[config.mk]
export PLATFORM = sky130hd
export DESIGN_NAME = board_control_status_register
export DESIGN_NICKNAME = d
export VERILOG_FILES = /design/src/rtl/bcsr_pkg.sv /design/src/rtl/board_control_status_register.sv /design/src/rtl/bcsr_decode.sv
export VERILOG_INCLUDE_DIRS = /design/src /design/src/rtl
export SDC_FILE = /design/constraint.sdc
export NUM_CORES = 1
export LEC_CHECK = 0
export BUFFER_PORTS_ARGS = -buffer_cell sky130_fd_sc_hd__buf_2
export CELL_PAD_IN_SITES_DETAIL_PLACEMENT = 0
export CELL_PAD_IN_SITES_GLOBAL_PLACEMENT = 1
export CORE_ASPECT_RATIO = 1.75
export CORE_UTILIZATION = 47
export CTS_BUF_LIST = sky130_fd_sc_hd__clkbuf_8
export CTS_CLUSTER_DIAMETER = 200
export CTS_CLUSTER_SIZE = 10
export DETAILED_ROUTE_END_ITERATION = 16
export GPL_TIMING_DRIVEN = 0
export PLACE_DENSITY = 0.78
export SYNTH_ARGS = -nofsm -noshare
export SYNTH_HDL_FRONTEND = slang
export SYNTH_HIERARCHICAL = 1
export SYNTH_SLANG_ARGS = --single-unit
[constraint.sdc]
create_clock -name clk -period 3.2 [get_ports clk]
set_clock_uncertainty 0.1 [all_clocks]
set_input_delay 0.32 -clock clk [delete_from_list [all_inputs] [get_ports clk]]
set_output_delay 0.32 -clock clk [all_outputs]
set_load 0.01 [all_outputs]
[src/rtl/board_control_status_register_assert.svh]
// Assertion macros shared by the board control and status register RTL.
`ifndef BOARD_CONTROL_STATUS_REGISTER_ASSERT_SVH
`define BOARD_CONTROL_STATUS_REGISTER_ASSERT_SVH

// Consequent must hold in the same cycle as the antecedent.
`define BCSR_ASSERT_SAME(lbl, ante, cons, msg) \
    lbl: assert property (@(posedge clk) disable iff (!rst_n) (ante) |-> (cons)) \
        else $error(msg);

// Consequent must hold in the cycle after the antecedent.
`define BCSR_ASSERT_NEXT(lbl, ante, cons, msg) \
    lbl: assert property (@(posedge clk) disable iff (!rst_n) (ante) |=> (cons)) \
        else $error(msg);

`endif

[src/rtl/bcsr_pkg.sv]
// Types, constants and lookup functions for the board control and status register.
`timescale 1ns / 1ps

package bcsr_pkg;

    localparam int unsigned DATA_W    = 32;
    localparam int unsigned OFFSET_W  = 8;
    localparam int unsigned BYTE_W    = 8;
    localparam int unsigned IRQ_W     = 11;
    localparam int unsigned IRQ_IDX_W = 4;
    localparam int unsigned BIT_IDX_W = 5;

    localparam logic [DATA_W-1:0] CSR_RESET_VALUE = 32'h0010_6180;

    // Inhibit bits for the conditional error interrupts.
    localparam logic [BIT_IDX_W-1:0] BIT_INHIBIT_TMO   = 5'd9;
    localparam logic [BIT_IDX_W-1:0] BIT_INHIBIT_SBERR = 5'd11;

    // Interrupt line numbers.
    localparam logic [IRQ_IDX_W-1:0] IRQ_CLOCK = 4'd0;
    localparam logic [IRQ_IDX_W-1:0] IRQ_PWRDN = 4'd1;
    localparam logic [IRQ_IDX_W-1:0] IRQ_BUSOP = 4'd2;
    localparam logic [IRQ_IDX_W-1:0] IRQ_UART  = 4'd3;
    localparam logic [IRQ_IDX_W-1:0] IRQ_DMA   = 4'd4;
    localparam logic [IRQ_IDX_W-1:0] IRQ_PIR9  = 4'd5;
    localparam logic [IRQ_IDX_W-1:0] IRQ_PIR8  = 4'd6;
    localparam logic [IRQ_IDX_W-1:0] IRQ_SBERR = 4'd7;
    localparam logic [IRQ_IDX_W-1:0] IRQ_MBERR = 4'd8;
    localparam logic [IRQ_IDX_W-1:0] IRQ_RXF   = 4'd9;
    localparam logic [IRQ_IDX_W-1:0] IRQ_TMO   = 4'd10;

    // Byte offsets with special side effects.
    localparam logic [OFFSET_W-1:0] OFF_TIMER_INTERVAL = 8'h1c;
    localparam logic [OFFSET_W-1:0] OFF_TIMER_SANITY   = 8'h20;
    localparam logic [OFFSET_W-1:0] OFF_TIMER_BUS      = 8'h24;
    localparam logic [OFFSET_W-1:0] OFF_NMI_A          = 8'h3c;
    localparam logic [OFFSET_W-1:0] OFF_POWER_SWITCH   = 8'h44;
    localparam logic [OFFSET_W-1:0] OFF_FLOPPY_SIDE    = 8'h4c;
    localparam logic [OFFSET_W-1:0] OFF_SBERR          = 8'h5c;
    localparam logic [OFFSET_W-1:0] OFF_TIMEOUT        = 8'h68;
    localparam logic [OFFSET_W-1:0] OFF_NMI_B          = 8'h74;
    localparam logic [OFFSET_W-1:0] OFF_NMI_C          = 8'h78;
    localparam logic [OFFSET_W-1:0] OFF_SYS_RESET      = 8'h7c;

    // Read byte selects on offset bits 7:4.
    localparam logic [3:0] RD_SEL_BYTE0 = 4'h0;
    localparam logic [3:0] RD_SEL_BYTE1 = 4'h2;
    localparam logic [3:0] RD_SEL_BYTE2 = 4'h4;
    localparam logic [3:0] RD_SEL_BYTE3 = 4'h6;

    localparam logic OP_READ  = 1'b0;
    localparam logic OP_WRITE = 1'b1;

    localparam logic [1:0] NMI_NONE     = 2'd0;
    localparam logic [1:0] NMI_ASSERT   = 2'd1;
    localparam logic [1:0] NMI_DEASSERT = 2'd2;

    localparam logic [1:0] TMR_INTERVAL = 2'd0;
    localparam logic [1:0] TMR_SANITY   = 2'd1;
    localparam logic [1:0] TMR_BUS      = 2'd2;

    typedef struct packed {
        logic                operation;
        logic [OFFSET_W-1:0] offset;
        logic [DATA_W-1:0]   write_data;
    } bcsr_req_t;

    typedef struct packed {
        logic [BYTE_W-1:0] read_data;
        logic [IRQ_W-1:0]  irq_set_mask;
        logic [IRQ_W-1:0]  irq_clear_mask;
        logic [1:0]        nmi_action;
        logic              timer_gate_valid;
        logic [1:0]        timer_select;
        logic              timer_gate_level;
        logic              power_down_request;
        logic              reset_request;
        logic              floppy_side_valid;
        logic              floppy_side;
        logic [DATA_W-1:0] register_value;
    } bcsr_rsp_t;

    typedef struct packed {
        logic                 hit;
        logic [IRQ_IDX_W-1:0] line;
    } bcsr_irq_map_t;

    // Plain interrupt line tied to each register bit, if any.
    function automatic bcsr_irq_map_t irq_of_bit(input logic [BIT_IDX_W-1:0] n);
        bcsr_irq_map_t m;
        m = '0;
        unique case (n)
            5'd0:  m = '{hit: 1'b1, line: IRQ_CLOCK};
            5'd1:  m = '{hit: 1'b1, line: IRQ_PWRDN};
            5'd2:  m = '{hit: 1'b1, line: IRQ_BUSOP};
            5'd3:  m = '{hit: 1'b1, line: IRQ_UART};
            5'd4:  m = '{hit: 1'b1, line: IRQ_DMA};
            5'd5:  m = '{hit: 1'b1, line: IRQ_PIR9};
            5'd6:  m = '{hit: 1'b1, line: IRQ_PIR8};
            5'd24: m = '{hit: 1'b1, line: IRQ_MBERR};
            5'd25: m = '{hit: 1'b1, line: IRQ_RXF};
            default: m = '0;
        endcase
        return m;
    endfunction

endpackage

[src/rtl/board_control_status_register.sv]
// Top level of the board control and status register: request and response pipeline.
`timescale 1ns / 1ps
//
// Bus-facing control and status register with one request channel and one
// response channel, both valid/ready. Each request (read or write, byte
// offset, write data) produces exactly one response carrying the read byte,
// the interrupt set and clear masks, NMI, timer gate, power-down, reset and
// floppy side actions, and the full register value after the access.
// A request is captured in an input register, decoded combinationally
// against the current register contents, and the response lands in an
// output register. Throughput is one request per cycle while the receiver
// holds ready high; the input register refills in the same cycle that its
// request moves to the output register.
// The register value updates when a request moves into the output register,
// so every request sees the effect of all earlier ones.
// Reset (rst_n low) loads the register with 0x00106180 and empties both
// pipeline registers. When the receiver holds ready low, the response and
// one more request are held, and ready on the request side then drops.
//
`include "board_control_status_register_assert.svh"

module board_control_status_register (
    input  logic                 clk,
    input  logic                 rst_n,
    input  logic                 req_valid,
    output logic                 req_ready,
    input  bcsr_pkg::bcsr_req_t  req,
    output logic                 rsp_valid,
    input  logic                 rsp_ready,
    output bcsr_pkg::bcsr_rsp_t  rsp
);
    import bcsr_pkg::*;

    bcsr_req_t          req_reg;
    logic               req_valid_reg;
    bcsr_rsp_t          rsp_reg;
    bcsr_rsp_t          rsp_next;
    logic               rsp_valid_reg;
    logic [DATA_W-1:0]  status_reg;
    logic [DATA_W-1:0]  status_next;
    logic               advance;

    bcsr_decode u_decode (
        .req         (req_reg),
        .status      (status_reg),
        .rsp         (rsp_next),
        .status_next (status_next)
    );

    assign advance   = req_valid_reg && (!rsp_valid_reg || rsp_ready);
    assign req_ready = !req_valid_reg || advance;
    assign rsp_valid = rsp_valid_reg;
    assign rsp       = rsp_reg;

    always_ff @(posedge clk or negedge rst_n)
    begin
        if (!rst_n)
        begin
            req_valid_reg <= 1'b0;
            rsp_valid_reg <= 1'b0;
            status_reg    <= CSR_RESET_VALUE;
        end
        else
        begin
            if (req_ready)
            begin
                req_valid_reg <= req_valid;
            end
            if (advance)
            begin
                rsp_valid_reg <= 1'b1;
                status_reg    <= status_next;
            end
            else if (rsp_ready)
            begin
                rsp_valid_reg <= 1'b0;
            end
        end
    end

    always_ff @(posedge clk)
    begin
        if (req_valid && req_ready)
        begin
            req_reg <= req;
        end
        if (advance)
        begin
            rsp_reg <= rsp_next;
        end
    end

    `BCSR_ASSERT_SAME(a_value_tracks_status, rsp_valid_reg,
        rsp_reg.register_value == status_reg, "response value differs from register")
    `BCSR_ASSERT_SAME(a_reset_restores, rsp_valid_reg && rsp_reg.reset_request,
        rsp_reg.register_value == CSR_RESET_VALUE, "system reset did not restore value")
    `BCSR_ASSERT_SAME(a_masks_disjoint, rsp_valid_reg,
        (rsp_reg.irq_set_mask & rsp_reg.irq_clear_mask) == '0, "line both set and cleared")
    `BCSR_ASSERT_SAME(a_read_no_action, rsp_valid_reg && (rsp_reg.read_data != '0),
        (rsp_reg.irq_set_mask == '0) && (rsp_reg.nmi_action == NMI_NONE),
        "read request carried an action")
    `BCSR_ASSERT_NEXT(a_status_only_on_advance, !advance,
        $stable(status_reg), "register changed without a request")

endmodule

[src/rtl/bcsr_decode.sv]
// Access decode: computes the response and the next register value for one request.
`timescale 1ns / 1ps

module bcsr_decode (
    input  bcsr_pkg::bcsr_req_t                req,
    input  logic [bcsr_pkg::DATA_W-1:0]        status,
    output bcsr_pkg::bcsr_rsp_t                rsp,
    output logic [bcsr_pkg::DATA_W-1:0]        status_next
);
    import bcsr_pkg::*;

    logic [BIT_IDX_W-1:0] bit_idx;
    logic                 write_ok;
    logic                 on;
    bcsr_irq_map_t        irq_map;

    // Aligned writes up to 0x7c are the only ones with an effect.
    assign bit_idx  = req.offset[BIT_IDX_W+1:2];
    assign write_ok = (req.operation == OP_WRITE) && (req.offset[1:0] == 2'b00)
                      && !req.offset[OFFSET_W-1];
    assign on       = (req.offset == OFF_FLOPPY_SIDE) ? req.write_data[0]
                                                      : (|req.write_data);
    assign irq_map  = irq_of_bit(bit_idx);

    always_comb
    begin
        rsp         = '0;
        status_next = status;
        if (req.operation == OP_READ)
        begin
            unique case (req.offset[7:4])
                RD_SEL_BYTE0: rsp.read_data = status[7:0];
                RD_SEL_BYTE1: rsp.read_data = status[15:8];
                RD_SEL_BYTE2: rsp.read_data = status[23:16];
                RD_SEL_BYTE3: rsp.read_data = status[31:24];
                default:      rsp.read_data = '0;
            endcase
        end
        else if (write_ok)
        begin
            if (req.offset == OFF_SYS_RESET)
            begin
                status_next       = CSR_RESET_VALUE;
                rsp.reset_request = 1'b1;
            end
            else
            begin
                status_next[bit_idx] = on;
                if (irq_map.hit)
                begin
                    rsp.irq_set_mask[irq_map.line]   = on;
                    rsp.irq_clear_mask[irq_map.line] = !on;
                end
                unique case (req.offset)
                    OFF_TIMER_INTERVAL:
                    begin
                        rsp.timer_gate_valid = 1'b1;
                        rsp.timer_select     = TMR_INTERVAL;
                        rsp.timer_gate_level = on;
                    end
                    OFF_TIMER_SANITY:
                    begin
                        rsp.timer_gate_valid = 1'b1;
                        rsp.timer_select     = TMR_SANITY;
                        rsp.timer_gate_level = on;
                    end
                    OFF_TIMER_BUS:
                    begin
                        rsp.timer_gate_valid = 1'b1;
                        rsp.timer_select     = TMR_BUS;
                        rsp.timer_gate_level = on;
                    end
                    OFF_NMI_A, OFF_NMI_B, OFF_NMI_C:
                        rsp.nmi_action = on ? NMI_ASSERT : NMI_DEASSERT;
                    OFF_POWER_SWITCH:
                        rsp.power_down_request = !on;
                    OFF_FLOPPY_SIDE:
                    begin
                        rsp.floppy_side_valid = 1'b1;
                        rsp.floppy_side       = !on;
                    end
                    // The inhibit bits sit at other positions, so the old value is current.
                    OFF_SBERR:
                    begin
                        rsp.irq_clear_mask[IRQ_SBERR] = !on;
                        rsp.irq_set_mask[IRQ_SBERR]   = on && !status[BIT_INHIBIT_SBERR];
                    end
                    OFF_TIMEOUT:
                    begin
                        rsp.irq_clear_mask[IRQ_TMO] = !on;
                        rsp.irq_set_mask[IRQ_TMO]   = on && !status[BIT_INHIBIT_TMO];
                    end
                    default:
                    begin
                    end
                endcase
            end
        end
        rsp.register_value = status_next;
    end

endmodule
Yosys cells after proc, flatten, opt, wreduce, memory -nomap -nowiden

Memory sizes are Yosys's and may differ from the RTL's. A register that Yosys moved wholly into a read port is not among the register bits.
Cells that the tools add are included.
Widths: inputs -> output; s select.

Add/subtract/negate cells: 0
Multipliers: 0
Div/mod/pow operators: 0
$lt $le $gt $ge: 4
Equality and inequality tests: 14
Shift-type cells: 0
Mux-type cells: 22
Bitwise gates (word level): 8
Reductions and logical operators: 27

Operators with widths:

| kind               | count |
|---|---|
| $mux 32            | 3 |
| $eq 8x7->1 const B | 7 |
| $bwmux 32          | 1 |
| $pmux 8 s4         | 1 |
| $reduce_or 32->1   | 1 |
| $eq 8x6->1 const B | 3 |
| $and 11x11->11     | 2 |
| $mux 22            | 1 |
| $reduce_or 4->1    | 4 |
| $pmux 4 s3         | 1 |
| $mux 1             | 10 |
| $eq 4x3->1 const B | 2 |
| $eq 8x5->1 const B | 1 |
| $logic_and 1x1->1  | 8 |
| $logic_not 1->1    | 6 |
| $lt 5x6->1 const B | 1 |
| $not 1->1          | 6 |
| $reduce_or 3->1    | 2 |
| $demux 1 s5        | 1 |
| $ge 5x1->1 const B | 1 |
| $lt 4x5->1 const B | 1 |
| $mux 5             | 1 |
| $demux 1 s4        | 1 |
| $eq 4x2->1 const B | 1 |
| other kinds (7)    | 9 |

Bits in registers: 147
Latch bits: 0
Memory bits (writable): 0
Bits in read-only memories: 160
Input bits: 45
Output and inout port bits: 74
Logic and storage cells: 96
Memories kept: 1

Memories:

| name            | words | width | rd ports | clocked after Yosys merged registers in | wr ports | line           | text |
|---|---|---|---|---|---|---|---|
| (no name shown) | 32    | 5     | 1        | 1                                       | 0        | bcsr_pkg.sv:92 | `unique case (n)` |

Logic depth before layout (Yosys ltp)

Word-level depth: 8
Depth in mapped cells: 10
Gate-level depth less buffers: 6

Hierarchy

Netlist, hierarchy kept.

By module, submodules not included:

| module                        | instances | cells each | area an instance (um^2) | sequential area each (um^2) |
|---|---|---|---|---|
| board_control_status_register | 1         | 189        | 4808.4                  | 4250.3 |
| bcsr_decode                   | 1         | 300        | 1853.0                  | 0.0 |

Worst setup path before layout

Ideal clock, no wire load.

Kind: reg2reg
Start: register rsp_valid_reg, in the netlist rsp_valid
End: register rsp_reg, in the netlist rsp[0] (enable)
Library setup time: 426 ps
Arrival time: 2182 ps
Data required time: 2674 ps
Setup slack: 491 ps
Cell stages (with the launch flop): 5
Path buffers: 1
Clock period less this slack: 2709 ps
Cells stage by stage: dfrtp_1 -> nand2b_4 -> nand2_4 -> buf_6 -> inv_1

Longest elaborated chain between the ends: 3

Ends and longest elaborated chain:

| element                | line                                | text |
|---|---|---|
| from (decl)            | board_control_status_register.sv:38 | `logic rsp_valid_reg;` |
| from (signal assigned) | board_control_status_register.sv:60 | `rsp_valid_reg <= 1'b0;` |
| from (signal assigned) | board_control_status_register.sv:71 | `rsp_valid_reg <= 1'b1;` |
| from (signal assigned) | board_control_status_register.sv:76 | `rsp_valid_reg <= 1'b0;` |
| $logic_not 1->1        | board_control_status_register.sv:50 | `assign advance = req_valid_reg && (!rsp_valid_reg \|\| rsp_ready);` |
| $logic_or 1x1->1       | board_control_status_register.sv:50 |  |
| $logic_and 1x1->1      | board_control_status_register.sv:50 |  |
| named net advance      | board_control_status_register.sv:41 | `logic advance;` |
| to (signal assigned)   | board_control_status_register.sv:89 | `rsp_reg <= rsp_next;` |
| to (decl)              | board_control_status_register.sv:36 | `bcsr_rsp_t rsp_reg;` |

The timed path passes the listed nets, and every way through them passes these cells.
A chain may end at the register's enable or synchronous reset.

==> impl_metrics.ini <==
[cts]
post_cts_repair_setup_buffers = 0
cts_tree = built
cts.reportedPaths.clkPinSlew_ps = 90
htree_levels = 4
clock_tree.root_cell = sky130_fd_sc_hd__clkbuf_8
numClockSinks = 147
cts_max_path_buffers = 2
worstSkewPairLatency_ps = 440
cts-buffers-inserted = 17

[detailed_routing]
post_drt_wl_per_cell_microns = 20.24
drcViolationCount = 0
via_count = 4640
drt_pass1_iterations = 5
vias_per_cell = 5.395
drt_first_iter_violations = 243
antenna_violating_nets_post_route = 0
postRouteWirelength_microns = 17410

[synth]
synth.ff_latch_count = 147
area_fraction_in_and_or_nand_and_nor_cells_after_synthesis_pct = 12.51
synth_compound_gate_area_share_pct = 9.128
synth_seq_area_share_pct = 63.81
post_synth_inst_count = 489
synthesis.nets = 534
post_synth_instance_area_sq_mm = 0.006661
synth-main-ff-cell = sky130_fd_sc_hd__edfxtp_1
synth_warnings = 6
post_synth_fa_ha_maj_area_fraction_pct = 0
synthXorXnorAreaFrac_pct = 0
yosysUniqueCellTypes = 60
synth.avg_cell_area_sq_um = 13.62
synth_top_family_by_area = simple AND/OR/NAND/NOR gates
synth-edff-count = 113
async_flop_share_pct = 23.13
synth.area.mux_share_pct = 8.246

[finish]
layout.cells.most_common_list = sky130_fd_sc_hd__buf_2 (126), sky130_fd_sc_hd__edfxtp_1 (113), sky130_fd_sc_hd__nor2_1 (60)
layout_commonest_cell = sky130_fd_sc_hd__buf_2
drive_gt1_share_pct = 38.36
layout.nets = 715
insertedDiodeCount = 0
postLayoutCoreUtil_pct = 60.02
layout.filler_cells = 1128
largest_register_ffs = 72
synthesis_to_finish_area_growth_pct = 24.66

[critical_path]
setup.worst_path.start_class = register
worst-setup-path-type = reg -> reg
crit_path_dat_ps = 3110
crit_path_end_kind = register
crit_required_ps = 3420
crit_path_max_fanout = 10

[floorplanning]
floorplan.io_pins = 119
die_area_sq_mm = 0.01467
design.core.area_sq_mm = 0.01384
height_of_the_die_microns = 159.5
chipWidth_microns = 92.00
initial_utilization_pct = 48.15
fp-row-count = 57

[timing]
rsz0062_at_grt = no
max_clock_freq_mhz = 345.7
maxSlewViolCount = 0
relSlewSlack_pct = 41.58
finalHoldViolCount = 0
setup_tns_ps = 0
min_period_over_period_pct = 90.39
worst_slew_pin_slew_ps = 876.3
finalCriticalPeriod_ps = 2892
final-setup-viol-count = 0

[job]
maxCapViolCount = 0

[grt]
grt_pass1_vias = 4807
antenna_found_initial = 0
maximum_number_of_pins_on_one_net_before_global_route_repair = 50
first_pass_grt_wire_length_microns = 26550
grt_usage_pct = 24.84
globalRouteOverflowTotal = 0

[status]
outcome = completed

[place]
portBuffers = 118
hpwl_microns = 11860
gp_congestion = 0.8986

[power_and_ir_drop]
power.leakage_nw = 3.397
power.density_cell_area_mw_per_mm2 = 549.3
report.power.total_mw = 4.561
maximum_vdd_ir_drop_v = 0.0004329

[worst_hold_path]
holdCritPathClass = in -> reg
## synthesized netlist by cell type, types with 5 or more instances
cell	count	area (sq um)
sky130_fd_sc_hd__nor4_1	13	81.33
sky130_fd_sc_hd__o31ai_1	6	45.04
sky130_fd_sc_hd__mux2i_1	8	80.08
sky130_fd_sc_hd__edfxtp_1	113	3393
sky130_fd_sc_hd__o31ai_2	5	62.56
sky130_fd_sc_hd__mux2_4	29	435.4
sky130_fd_sc_hd__a21oi_1	18	90.09
sky130_fd_sc_hd__nor2_1	60	225.2
sky130_fd_sc_hd__buf_4	33	247.7
sky130_fd_sc_hd__nand2b_1	6	37.54
sky130_fd_sc_hd__clkbuf_1	9	33.78
sky130_fd_sc_hd__dfstp_2	5	131.4
sky130_fd_sc_hd__and3_1	5	31.28
sky130_fd_sc_hd__nor3_1	6	30.03
sky130_fd_sc_hd__buf_6	6	67.56
sky130_fd_sc_hd__nand3b_1	5	37.54
sky130_fd_sc_hd__inv_1	5	18.77
sky130_fd_sc_hd__dfrtp_1	29	725.7
sky130_fd_sc_hd__nand2_1	15	56.30
sky130_fd_sc_hd__buf_2	8	40.04
sky130_fd_sc_hd__o21ai_0	31	155.2
sky130_fd_sc_hd__a221oi_1	8	70.07
## per-stage QoR
stage | hold slack, ps | instances | setup WS (ps) | instance area, sq um
after floorplan | -75.59 | 489 | 491.5 | 6661
after global placement | 364.8 | 784 | 1.578 | 7473
after detailed placement | 377.0 | 785 | 421.7 | 7495
after CTS | 68.81 | 860 | 403.0 | 8304
after global routing | 76.33 | 860 | 205.0 | 8304
final | 87.71 | 860 | 307.6 | 8304
## power breakdown
part           internal [mW]  leakage (nW)  switching [mW]  total, mW
sequential              2.30          1.56           0.109       2.41
clock                  0.636         0.192           0.757       1.39
combinational          0.383          1.64           0.374      0.757
total                   3.32          3.40            1.24       4.56
## cells by family after synthesis
family                 count (synthesis)
AO/OA/AOI/OAI                         90
multiplexers                          40
AND/OR/NAND/NOR                      148
flip-flops                           147
buffers and inverters                 64
## what timing repair did
item	CTS	global route
gates resized for setup	0	0
setup endpoints to repair	0	0
endpoints found under the hold margin	71	0
hold buffers	43	0
## worst max-delay path, cell delays in order (launching register included)
cell	delay, ps
sky130_fd_sc_hd__edfxtp_1	510
sky130_fd_sc_hd__nor4b_2	400
sky130_fd_sc_hd__clkbuf_1	520
sky130_fd_sc_hd__clkbuf_1	420
sky130_fd_sc_hd__o21ai_0	170
sky130_fd_sc_hd__nand2_1	100
sky130_fd_sc_hd__o31ai_1	110
sky130_fd_sc_hd__buf_4	180
sky130_fd_sc_hd__mux2_4	260
## metal layers
metal	vias up	part of all wire [%]	track usage, %
li1	2155	-	-
met1	2269	38	27.64
met2	182	55	45.08
met3	34	4.3	4.298
met4	0	3.6	11.93
met5	-	0	0
## cell type report
type	instances	area, sq um	area share [%]
Sequential cell	147	4250	51.18
Multi-Input combinational cell	278	1992	23.99
Timing Repair Buffer	162	1041	12.54
Buffer	59	401.6	4.837
Clock buffer	17	234.0	2.818
Tap cell	177	221.5	2.667
Clock inverter	15	145.1	1.748
Inverter	5	18.77	0.2260
## path summary, 6_finish.rpt
| check | slack (ps) | from | cells after the start | endpoint |
|---|---|---|---|---|
| setup reg to reg | 310 | req_reg[39]$_DFFE_PP_ | 8 | status_reg[15]$_DFFE_PN0P_ |
| max in group asynchronous | 2000 | rst_n | 2 | status_reg[9]$_DFFE_PN0P_ |
| hold / removal | 90 | rsp_ready | 3 | rsp_valid$_DFFE_PN0P_ |
| min in group asynchronous | 440 | rst_n | 2 | status_reg[22]$_DFFE_PN0P_ |
| setup / recovery | 310 | req_reg[39]$_DFFE_PP_ | 8 | status_reg[15]$_DFFE_PN0P_ |
| hold reg to reg | 450 | status_reg[27]$_DFFE_PN0P_ | 1 | status_reg[27]$_DFFE_PN0P_ |
Note: power is estimated with default switching activity, not from simulation.
